**src/rtl/tli_pkg.sv**
```systemverilog
// Shared types and constants for the table linear interpolator.
package tli_pkg;

   localparam int MaxPoints  = 64;
   localparam int IndexWidth = 6;
   localparam int DataWidth  = 16;
   localparam int CountWidth = 7;
   localparam int TolWidth   = 15;
   localparam int DiffWidth  = DataWidth + 1;      // x differences
   localparam int ProdWidth  = DataWidth + DiffWidth;
   localparam int AccWidth   = ProdWidth + 1;      // sum of two products
   localparam int MagWidth   = AccWidth - 1;       // numerator magnitude
   localparam int DivSteps   = MagWidth;
   localparam int StepWidth  = 6;

   typedef enum logic {
      CMD_LOAD  = 1'b0,
      CMD_QUERY = 1'b1
   } command_type;

   typedef enum logic [1:0] {
      STAT_OK         = 2'd0,
      STAT_ABOVE      = 2'd1,
      STAT_BELOW      = 2'd2,
      STAT_ZERO_WIDTH = 2'd3
   } status_type;

   typedef enum logic {
      CSR_POINT_COUNT    = 1'b0,
      CSR_EDGE_TOLERANCE = 1'b1
   } csr_index_type;

   typedef enum logic [2:0] {
      S_IDLE,
      S_SEARCH,
      S_FETCH,
      S_MUL_A,
      S_MUL_B,
      S_DIV_LOAD,
      S_DIV,
      S_DONE
   } state_type;

   typedef enum logic [2:0] {
      AOP_IDLE,
      AOP_MUL_A,
      AOP_MUL_B,
      AOP_DIV_LOAD,
      AOP_DIV_STEP
   } arith_op_type;

   typedef struct packed {
      logic signed [DataWidth-1:0] x_lo;
      logic signed [DataWidth-1:0] y_lo;
      logic signed [DataWidth-1:0] x_hi;
      logic signed [DataWidth-1:0] y_hi;
      logic signed [DataWidth-1:0] q;
   } segment_type;

   typedef struct packed {
      logic                        done;
      logic                        zero_width;
      logic signed [DataWidth-1:0] y;
   } arith_res_type;

endpackage

```
**src/rtl/tli_table.sv**
```systemverilog
// Breakpoint store: one write port, one registered read port.
module tli_table (
   input  logic                                  clock,
   input  logic                                  wr_en,
   input  logic [tli_pkg::IndexWidth-1:0]        wr_addr,
   input  logic [2*tli_pkg::DataWidth-1:0]       wr_data,   // {y, x}
   input  logic [tli_pkg::IndexWidth-1:0]        rd_addr,
   output logic [2*tli_pkg::DataWidth-1:0]       rd_data    // {y, x}
);

   logic [2*tli_pkg::DataWidth-1:0] mem [tli_pkg::MaxPoints];
   logic [2*tli_pkg::DataWidth-1:0] rd_data_ff;

   always_ff @(posedge clock) begin
      if (wr_en) begin
         mem[wr_addr] <= wr_data;
      end
      rd_data_ff <= mem[rd_addr];
   end

   assign rd_data = rd_data_ff;

endmodule

```
**src/rtl/tli_arith.sv**
```systemverilog
// Shared multiply-accumulate and restoring divider with output saturation.
module tli_arith (
   input  logic                   clock,
   input  logic                   reset,
   input  tli_pkg::arith_op_type  op,
   input  tli_pkg::segment_type   seg,
   output tli_pkg::arith_res_type res
);

   localparam int DW = tli_pkg::DataWidth;

   logic signed [tli_pkg::DiffWidth-1:0] diff_hq;
   logic signed [tli_pkg::DiffWidth-1:0] diff_ql;
   logic signed [tli_pkg::DiffWidth-1:0] width;
   logic signed [DW-1:0]                 mul_a;
   logic signed [tli_pkg::DiffWidth-1:0] mul_b;
   logic signed [tli_pkg::ProdWidth-1:0] prod;
   logic signed [tli_pkg::AccWidth-1:0]  prod_ext;
   logic signed [tli_pkg::AccWidth-1:0]  acc_neg;
   logic [tli_pkg::DiffWidth-1:0]        width_neg;
   logic [DW:0]                          rem_sh;
   logic                                 rem_ge;

   logic signed [tli_pkg::AccWidth-1:0]  acc_ff, acc_in;
   logic [tli_pkg::MagWidth-1:0]         quo_ff, quo_in;
   logic [DW-1:0]                        rem_ff, rem_in;
   logic [DW-1:0]                        den_ff, den_in;
   logic                                 neg_ff, neg_in;
   logic [tli_pkg::StepWidth-1:0]        cnt_ff, cnt_in;

   assign diff_hq = {seg.x_hi[DW-1], seg.x_hi} - {seg.q[DW-1], seg.q};
   assign diff_ql = {seg.q[DW-1], seg.q} - {seg.x_lo[DW-1], seg.x_lo};
   assign width   = {seg.x_hi[DW-1], seg.x_hi} - {seg.x_lo[DW-1], seg.x_lo};

   // one multiplier, operands steered by the step
   assign mul_a    = (op == tli_pkg::AOP_MUL_B) ? seg.y_hi : seg.y_lo;
   assign mul_b    = (op == tli_pkg::AOP_MUL_B) ? diff_ql : diff_hq;
   assign prod     = mul_a * mul_b;
   assign prod_ext = {prod[tli_pkg::ProdWidth-1], prod};
   assign acc_neg  = -acc_ff;
   assign width_neg = -width;

   assign rem_sh = {rem_ff, quo_ff[tli_pkg::MagWidth-1]};
   assign rem_ge = (rem_sh >= {1'b0, den_ff});

   always_comb begin
      acc_in = acc_ff;
      quo_in = quo_ff;
      rem_in = rem_ff;
      den_in = den_ff;
      neg_in = neg_ff;
      cnt_in = cnt_ff;
      case (op)
         tli_pkg::AOP_MUL_A: begin
            acc_in = prod_ext;
         end
         tli_pkg::AOP_MUL_B: begin
            acc_in = acc_ff + prod_ext;
         end
         tli_pkg::AOP_DIV_LOAD: begin
            quo_in = acc_ff[tli_pkg::AccWidth-1] ? acc_neg[tli_pkg::MagWidth-1:0]
                                                 : acc_ff[tli_pkg::MagWidth-1:0];
            neg_in = acc_ff[tli_pkg::AccWidth-1] ^ width[tli_pkg::DiffWidth-1];
            den_in = width[tli_pkg::DiffWidth-1] ? width_neg[DW-1:0] : width[DW-1:0];
            rem_in = '0;
            cnt_in = '0;
         end
         tli_pkg::AOP_DIV_STEP: begin
            rem_in = rem_ge ? DW'(rem_sh - {1'b0, den_ff}) : rem_sh[DW-1:0];
            quo_in = {quo_ff[tli_pkg::MagWidth-2:0], rem_ge};
            cnt_in = cnt_ff + 1'b1;
         end
         default: begin
         end
      endcase
   end

   always_ff @(posedge clock) begin
      if (reset) begin
         cnt_ff <= '0;
      end else begin
         cnt_ff <= cnt_in;
      end
      acc_ff <= acc_in;
      quo_ff <= quo_in;
      rem_ff <= rem_in;
      den_ff <= den_in;
      neg_ff <= neg_in;
   end

   // saturate the truncated quotient to the signed output range
   always_comb begin
      res.done       = (cnt_ff == tli_pkg::StepWidth'(tli_pkg::DivSteps));
      res.zero_width = (width == '0);
      if (neg_ff) begin
         if (quo_ff >= (tli_pkg::MagWidth'(1) << (DW - 1))) begin
            res.y = {1'b1, {(DW-1){1'b0}}};
         end else begin
            res.y = -$signed(quo_ff[DW-1:0]);
         end
      end else begin
         if (quo_ff > tli_pkg::MagWidth'({(DW-1){1'b1}})) begin
            res.y = {1'b0, {(DW-1){1'b1}}};
         end else begin
            res.y = $signed(quo_ff[DW-1:0]);
         end
      end
   end

endmodule

```
**src/rtl/table_linear_interpolator_unit.sv**
```systemverilog
// Top level: piecewise linear interpolation table with query sequencer.
//
//   channel | dir | tdata / payload                        | tuser
//   --------+-----+----------------------------------------+---------------
//   req_    | in  | [5:0] point_index [21:6] point_x        | command
//           |     | [37:22] point_y, [39:38] zero          |
//   rsp_    | out | [15:0] interp_y                        | [1:0] status
//   csr_    | in  | csr_index 0 point_count, 1 edge_tol.   | -
//
// A load transfer gives no result. A query runs the table search (one breakpoint
// read per cycle from the single read port, compared from its registered output),
// the multiply steps, the divider load and the divider steps, then the result state;
// the search ends early on a hit, and out-of-range or zero-width queries skip the divider.
// Synchronous active-high reset clears the sequencer, output valid and configuration
// registers; data registers and the table are not cleared. The result sits in an output
// register, so a stalled rsp_ side only holds the next query in its result cycle.
module table_linear_interpolator_unit (
   input  logic                                   clock,
   input  logic                                   reset,
   input  logic                                   req_tvalid,
   output logic                                   req_tready,
   input  logic [39:0]                            req_tdata,  // index, x, y, pad
   input  logic                                   req_tuser,  // command
   output logic                                   rsp_tvalid,
   input  logic                                   rsp_tready,
   output logic [15:0]                            rsp_tdata,  // interp_y
   output logic [1:0]                             rsp_tuser,  // status
   input  logic                                   csr_valid,
   output logic                                   csr_ready,
   input  logic                                   csr_index,
   input  logic [tli_pkg::TolWidth-1:0]           csr_data
);

   localparam int DW = tli_pkg::DataWidth;
   localparam int IW = tli_pkg::IndexWidth;

   tli_pkg::state_type     state_ff, state_in;
   tli_pkg::arith_op_type  aop;
   tli_pkg::segment_type   seg;
   tli_pkg::arith_res_type ares;
   tli_pkg::status_type    status_ff, status_in;

   logic [tli_pkg::CountWidth-1:0] point_count_ff;
   logic [tli_pkg::TolWidth-1:0]   edge_tol_ff;

   logic signed [DW-1:0] q_ff, q_in;
   logic signed [DW-1:0] x_lo_ff, x_lo_in, y_lo_ff, y_lo_in;
   logic signed [DW-1:0] x_hi_ff, x_hi_in, y_hi_ff, y_hi_in;
   logic [tli_pkg::CountWidth-1:0] issue_ff, issue_in;
   logic [IW-1:0]                  cidx_ff, cidx_in;
   logic                           pend_ff, pend_in;

   logic           rsp_valid_ff, rsp_valid_in;
   logic [DW-1:0]  rsp_y_ff, rsp_y_in;
   logic [1:0]     rsp_stat_ff, rsp_stat_in;

   logic                  req_xfer, load_xfer, query_xfer;
   logic [2*DW-1:0]       rd_data;
   logic signed [DW-1:0]  rd_x, rd_y;
   logic                  hit, in_tol, last_cmp, rsp_load;
   logic [DW:0]           x_gap;
   logic [tli_pkg::CountWidth-1:0] n_used;
   logic [IW-1:0]         n_last;

   assign req_tready = (state_ff == tli_pkg::S_IDLE);
   assign req_xfer   = req_tvalid && req_tready;
   assign load_xfer  = req_xfer && (req_tuser == tli_pkg::CMD_LOAD);
   assign query_xfer = req_xfer && (req_tuser == tli_pkg::CMD_QUERY);

   // configuration, always taken; the user must write it only while idle, the block does not enforce this
   assign csr_ready = 1'b1;

   always_ff @(posedge clock) begin
      if (reset) begin
         point_count_ff <= tli_pkg::CountWidth'(2);
         edge_tol_ff    <= '0;
      end else if (csr_valid && csr_ready) begin
         unique case (csr_index)
            tli_pkg::CSR_POINT_COUNT:    point_count_ff <= csr_data[tli_pkg::CountWidth-1:0];
            tli_pkg::CSR_EDGE_TOLERANCE: edge_tol_ff    <= csr_data;
            default: begin
            end
         endcase
      end
   end

   // breakpoints in use, clamped to 2..MaxPoints
   always_comb begin
      if (point_count_ff < tli_pkg::CountWidth'(2)) begin
         n_used = tli_pkg::CountWidth'(2);
      end else if (point_count_ff > tli_pkg::CountWidth'(tli_pkg::MaxPoints)) begin
         n_used = tli_pkg::CountWidth'(tli_pkg::MaxPoints);
      end else begin
         n_used = point_count_ff;
      end
   end
   assign n_last = IW'(n_used - 1'b1);

   tli_table u_table (
      .clock   (clock),
      .wr_en   (load_xfer),
      .wr_addr (req_tdata[IW-1:0]),
      .wr_data ({req_tdata[37:22], req_tdata[21:6]}),
      .rd_addr (issue_ff[IW-1:0]),
      .rd_data (rd_data)
   );

   assign rd_x = rd_data[DW-1:0];
   assign rd_y = rd_data[2*DW-1:DW];

   // search compare on the entry read last cycle (index cidx_ff)
   assign hit      = (rd_x >= q_ff);
   assign x_gap    = {rd_x[DW-1], rd_x} - {q_ff[DW-1], q_ff};
   assign in_tol   = (x_gap <= (DW+1)'(edge_tol_ff));
   assign last_cmp = (cidx_ff == n_last);

   assign seg.x_lo = x_lo_ff;
   assign seg.y_lo = y_lo_ff;
   assign seg.x_hi = x_hi_ff;
   assign seg.y_hi = y_hi_ff;
   assign seg.q    = q_ff;

   tli_arith u_arith (
      .clock (clock),
      .reset (reset),
      .op    (aop),
      .seg   (seg),
      .res   (ares)
   );

   assign rsp_load = (!rsp_valid_ff || rsp_tready);

   // next state
   always_comb begin
      state_in = state_ff;
      unique case (state_ff)
         tli_pkg::S_IDLE: begin
            if (query_xfer) state_in = tli_pkg::S_SEARCH;
         end
         tli_pkg::S_SEARCH: begin
            if (pend_ff) begin
               if (hit) begin
                  if (cidx_ff == '0) begin
                     state_in = in_tol ? tli_pkg::S_FETCH : tli_pkg::S_DONE;
                  end else begin
                     state_in = tli_pkg::S_MUL_A;
                  end
               end else if (last_cmp) begin
                  state_in = tli_pkg::S_DONE;
               end
            end
         end
         tli_pkg::S_FETCH:    state_in = tli_pkg::S_MUL_A;
         tli_pkg::S_MUL_A:    state_in = ares.zero_width ? tli_pkg::S_DONE : tli_pkg::S_MUL_B;
         tli_pkg::S_MUL_B:    state_in = tli_pkg::S_DIV_LOAD;
         tli_pkg::S_DIV_LOAD: state_in = tli_pkg::S_DIV;
         tli_pkg::S_DIV: begin
            if (ares.done) state_in = tli_pkg::S_DONE;
         end
         tli_pkg::S_DONE: begin
            if (rsp_load) state_in = tli_pkg::S_IDLE;
         end
         default: state_in = tli_pkg::S_IDLE;
      endcase
   end

   // arithmetic unit step per state
   always_comb begin
      unique case (state_ff)
         tli_pkg::S_MUL_A:    aop = tli_pkg::AOP_MUL_A;
         tli_pkg::S_MUL_B:    aop = tli_pkg::AOP_MUL_B;
         tli_pkg::S_DIV_LOAD: aop = tli_pkg::AOP_DIV_LOAD;
         tli_pkg::S_DIV:      aop = ares.done ? tli_pkg::AOP_IDLE : tli_pkg::AOP_DIV_STEP;
         default:             aop = tli_pkg::AOP_IDLE;
      endcase
   end

   // search and segment registers
   always_comb begin
      q_in      = q_ff;
      x_lo_in   = x_lo_ff;
      y_lo_in   = y_lo_ff;
      x_hi_in   = x_hi_ff;
      y_hi_in   = y_hi_ff;
      issue_in  = issue_ff;
      cidx_in   = cidx_ff;
      pend_in   = 1'b0;
      status_in = status_ff;
      unique case (state_ff)
         tli_pkg::S_IDLE: begin
            q_in      = req_tdata[21:6];
            issue_in  = '0;
            status_in = tli_pkg::STAT_OK;
         end
         tli_pkg::S_SEARCH: begin
            issue_in = issue_ff + 1'b1;
            cidx_in  = issue_ff[IW-1:0];
            pend_in  = 1'b1;
            if (pend_ff) begin
               if (hit && (cidx_ff != '0)) begin
                  x_hi_in = rd_x;
                  y_hi_in = rd_y;
               end else begin
                  // a miss becomes the low end; so does the first entry
                  x_lo_in = rd_x;
                  y_lo_in = rd_y;
               end
               if (hit && (cidx_ff == '0) && !in_tol) begin
                  status_in = tli_pkg::STAT_BELOW;
               end else if (!hit && last_cmp) begin
                  status_in = tli_pkg::STAT_ABOVE;
               end
            end
         end
         tli_pkg::S_FETCH: begin
            // entry 1 was read while entry 0 was compared
            x_hi_in = rd_x;
            y_hi_in = rd_y;
         end
         tli_pkg::S_MUL_A: begin
            if (ares.zero_width) status_in = tli_pkg::STAT_ZERO_WIDTH;
         end
         default: begin
         end
      endcase
   end

   // output register
   always_comb begin
      rsp_valid_in = rsp_valid_ff && !rsp_tready;
      rsp_y_in     = rsp_y_ff;
      rsp_stat_in  = rsp_stat_ff;
      if ((state_ff == tli_pkg::S_DONE) && rsp_load) begin
         rsp_valid_in = 1'b1;
         rsp_stat_in  = status_ff;
         rsp_y_in     = (status_ff == tli_pkg::STAT_OK) ? ares.y : '0;
      end
   end

   always_ff @(posedge clock) begin
      if (reset) begin
         state_ff     <= tli_pkg::S_IDLE;
         pend_ff      <= 1'b0;
         issue_ff     <= '0;
         rsp_valid_ff <= 1'b0;
         status_ff    <= tli_pkg::STAT_OK;
      end else begin
         state_ff     <= state_in;
         pend_ff      <= pend_in;
         issue_ff     <= issue_in;
         rsp_valid_ff <= rsp_valid_in;
         status_ff    <= status_in;
      end
      q_ff        <= q_in;
      x_lo_ff     <= x_lo_in;
      y_lo_ff     <= y_lo_in;
      x_hi_ff     <= x_hi_in;
      y_hi_ff     <= y_hi_in;
      cidx_ff     <= cidx_in;
      rsp_y_ff    <= rsp_y_in;
      rsp_stat_ff <= rsp_stat_in;
   end

   assign rsp_tvalid = rsp_valid_ff;
   assign rsp_tdata  = rsp_y_ff;
   assign rsp_tuser  = rsp_stat_ff;

`ifndef SYNTHESIS
   // a query transfer always starts the search
   a_query_starts: assert property (@(posedge clock) disable iff (reset)
      query_xfer |=> (state_ff == tli_pkg::S_SEARCH))
      else $error("query transfer did not start search");

   // zero-width segments never reach the divider
   a_no_zero_div: assert property (@(posedge clock) disable iff (reset)
      (state_ff == tli_pkg::S_DIV_LOAD) |-> !ares.zero_width)
      else $error("divider loaded with zero-width segment");

   // error results carry a zero value
   a_err_zero: assert property (@(posedge clock) disable iff (reset)
      (rsp_tvalid && (rsp_tuser != tli_pkg::STAT_OK)) |-> (rsp_tdata == '0))
      else $error("error result with nonzero value");

   // a load never produces a result
   a_load_silent: assert property (@(posedge clock) disable iff (reset)
      (load_xfer && !rsp_tvalid) |=> !rsp_tvalid)
      else $error("load produced a result");
`endif

endmodule

```
**config.mk**
```make
export PLATFORM = sky130hd
export DESIGN_NAME = table_linear_interpolator_unit
export DESIGN_NICKNAME = d
export VERILOG_FILES = /design/src/rtl/tli_pkg.sv /design/src/rtl/tli_table.sv /design/src/rtl/tli_arith.sv /design/src/rtl/table_linear_interpolator_unit.sv
export SDC_FILE = /design/constraint.sdc
export NUM_CORES = 2
export LEC_CHECK = 0
export BUFFER_PORTS_ARGS = -buffer_cell sky130_fd_sc_hd__buf_4
export CORE_MARGIN = 10
export CORE_UTILIZATION = 55
export DETAILED_ROUTE_END_ITERATION = 12
export PLACE_DENSITY = 0.71
export SYNTH_ARGS = -nofsm -noshare
export SYNTH_HDL_FRONTEND = slang
export SYNTH_HIERARCHICAL = 1
export SYNTH_SLANG_ARGS = --single-unit
```
**constraint.sdc**
```tcl
create_clock -name clock -period 10.8 [get_ports clock]
set_clock_uncertainty 0.1 [all_clocks]
set_input_delay 2.16 -clock clock [delete_from_list [all_inputs] [get_ports clock]]
set_output_delay 2.16 -clock clock [all_outputs]
set_load 0.02 [all_outputs]
```
==> flow_summary.json <==
{
  "routedWlPerCell_um": 28.1,
  "grt_usage": 0.248,
  "cpPeakStageDelay_ps": 630,
  "r2r-end": "u_arith/acc_ff[27]",
  "cts_tree": "done",
  "clockBufferDepth": 3,
  "outcome": "complete, no violations",
  "synth.distinct_cells": 96,
  "place.gp.congestion": 0.889,
  "worstMarginPinSlew_ps": 1240,
  "die_x_um": 459,
  "crit_path_frequent_cell": "fa_1",
  "drt-total-wl_um": 262000,
  "clock_sinks": 2325,
  "synth_edf_count": 2252,
  "vias": 58465,
  "drive_above_1_share": 0.190,
  "htree_levels": 4,
  "postSynthCellCount": 6373,
  "worstHoldPathCells": 0,
  "holdBufCountCts": 0,
  "clk_pin_slew_ps": 70,
  "synthSimpleGateAreaFrac": 0.0525,
  "yosys.area_share.adder": 0.0785,
  "min_to": "y_hi_ff[10]",
  "routed_via_density": 6.29,
  "min_period_ps": 10410,
  "r2r-start": "q_ff[0]",
  "first_pass_iters": 5,
  "fp.dieH_um": 459,
  "yosysWarningCount": 6,
  "cp_max_fo": 6,
  "crit_path_end_kind": "register",
  "setup_slack_ps": 392,
  "cp.arrival_ps": 11000,
  "hold_class": "reg -> reg",
  "cts_root_buf": "clkbuf_16",
  "drtAntennaViolNets": 0,
  "dpl.hpwl_um": 157000,
  "drv_cap": 0,
  "post-place-ws_ps": -36.1,
  "grt_pass1_wl_um": 387000,
  "cpMaxStageDelayCell": "or4b_2",
  "synth_compound_area_frac": 0.0474,
  "start_util": 0.555,
  "hold_start": "u_table/rd_data[26]",
  "whs_ps": 328,
  "synthFlopType": "edfxtp_1",
  "worst-r2r-setup-slack_ps": 390,
  "timing.final.crit_share": 0.964,
  "setup_viol": 0,
  "final_nets": 7149,
  "antenna_found_initial": 12,
  "synthXorXnorAreaFrac": 0.0147,
  "rr_worst_depth": 41,
  "crit_type": "reg -> reg",
  "rows": 160,
  "grt_max_degree": 129,
  "cts_buffers": 223,
  "grt_overflow_total": 0,
  "port_buffers": 79,
  "crit_path_start": "q_ff[0]",
  "slew_headroom": 0.167,
  "die_area_mm2": 0.210,
  "slew_violations": 0,
  "num-fill-cells": 13361,
  "area_growth_syn_to_layout_pct": 11.5,
  "cp-start-kind": "register",
  "num_io_pins": 83,
  "synth_area_mm2": 0.106,
  "synth_top_family_by_area": "multiplexers",
  "clock_latency_ps": 880,
  "core-area_mm2": 0.191,
  "synthesis.nets": 6932,
  "grt_pass1_vias": 59034,
  "route.detailed.drc": 0,
  "mostFrequentLayoutCells": "edfxtp_1 (2252), mux4_2 (544), inv_1 (462)",
  "final_common_cell": "edfxtp_1",
  "initialDrtViolationCount": 6579,
  "hold_viol_final": 0,
  "ys_seq_elements": 2325,
  "synth_area_per_cell_um2": 16.6,
  "synth.area.mux_share": 0.126,
  "fmax_ghz": 0.0961,
  "synth-seq-area-share": 0.653,
  "cp.required_ps": 11390,
  "async_flop_share": 0
}
## critical path, delay by kind of cell, from the launching register on
| family | cells | cell delay [ps] |
|---|---|---|
| compound gates | 15 | 2850 |
| simple gates | 9 | 1850 |
| flops | 1 | 450 |
| xor+xnor | 1 | 140 |
| buf+inv | 6 | 420 |
| fa+ha+maj | 10 | 4490 |
## kinds of logic after synthesis
group	after synthesis
multiplexers	655
AND/OR/NAND/NOR	1196
flip-flops	2325
buffers and inverters	734
adder cells (fa/ha/maj)	500
other	1
AO/OA/AOI/OAI	784
XOR/XNOR	178
## layout make-up
class / instances / area (um2) / share of cell area
inverter: 463 / 1740 / 0.0147
tap: 2511 / 3140 / 0.0266
timing repair buffer: 263 / 2040 / 0.0172
clock buffer: 280 / 5910 / 0.0501
sequential: 2325 / 69100 / 0.585
antenna: 4 / 10.0 / 0.0000848
multi-input combinational: 3314 / 34500 / 0.292
clock inverter: 137 / 1670 / 0.0142
## flip-flops by register name (all words and copies together), names as in the netlist, 7 cells and up
signal	flops
q_ff	16
u_table/mem	2048
x_lo_ff	16
rsp_tdata	16
y_lo_ff	16
u_arith/acc_ff	34
edge_tol_ff	15
u_arith/rem_ff	16
u_arith/quo_ff	33
x_hi_ff	16
u_arith/den_ff	16
point_count_ff	7
u_table/rd_data	32
y_hi_ff	16
## metrics by stage
step | cell area (um2) | util | std cells | TNS, ps
global route | 118000 | 0.619 | 9294 | -45.3
floorplan | 106000 | - | 6373 | 0
global placement | 110000 | 0.578 | 8870 | 0
detailed placement | 110000 | 0.578 | 8870 | -36.1
finish | 118000 | 0.619 | 9297 | 0
CTS | 118000 | 0.618 | 9287 | 0
## per-layer routing
metal | global-route usage | vias up | wire length, um
li1 | - | 24881 | -
met1 | 0.336 | 30214 | 99600
met2 | 0.408 | 2918 | 128000
met3 | 0.0413 | 448 | 23500
met4 | 0.0907 | 4 | 10300
met5 | 0 | - | 27
## worst max-delay path by stage
stage	end	slack (ps)	depth (start not counted)
2_1_floorplan	u_arith/acc_ff[33]	710	41
3_3_place_gp	u_arith/acc_ff[32]	100	40
3_5_place_dp	u_arith/acc_ff[32]	-40	40
4_1_cts	u_arith/acc_ff[27]	50	41
5_1_grt	u_arith/acc_ff[33]	-40	41
6_report	u_arith/acc_ff[27]	390	41
## Yosys cell counts, types with 17 or more instances
cell      instances  share of area
a21o_1           54         0.0038
a21oi_1         226          0.011
a22oi_1          17         0.0012
a31oi_1          26         0.0015
and2_1           57         0.0034
and3_1           18         0.0011
buf_1            27        0.00096
buf_2            58         0.0027
buf_4            26         0.0018
clkbuf_1        155         0.0055
dfxtp_1          73          0.014
edfxtp_1       2252           0.64
fa_1            275          0.052
ha_1            222          0.026
inv_1           463          0.016
mux2i_1         106          0.010
mux4_2          544           0.12
nand2_1         389          0.014
nand2b_1         45         0.0027
nand3_1          54         0.0026
nor2_1          395          0.014
nor2b_1          58         0.0034
nor3_1           40         0.0019
o21a_1           37         0.0026
o21ai_0         151         0.0071
o221ai_1         29         0.0024
o22ai_1          87         0.0051
o31ai_1          19         0.0013
or3_1            34         0.0020
xnor2_1         101         0.0084
xor2_1           77         0.0064
## repair_timing
item,CTS,global route
endpoints found under the hold margin,0,0
buffers inserted,0,6
pin swaps,0,5
setup endpoints to repair,1,9
gates resized for setup,1,34
cloned,0,0
Power is not shown: default switching activity piles up to over one toggle a cycle in this logic, so the estimate is an artifact.
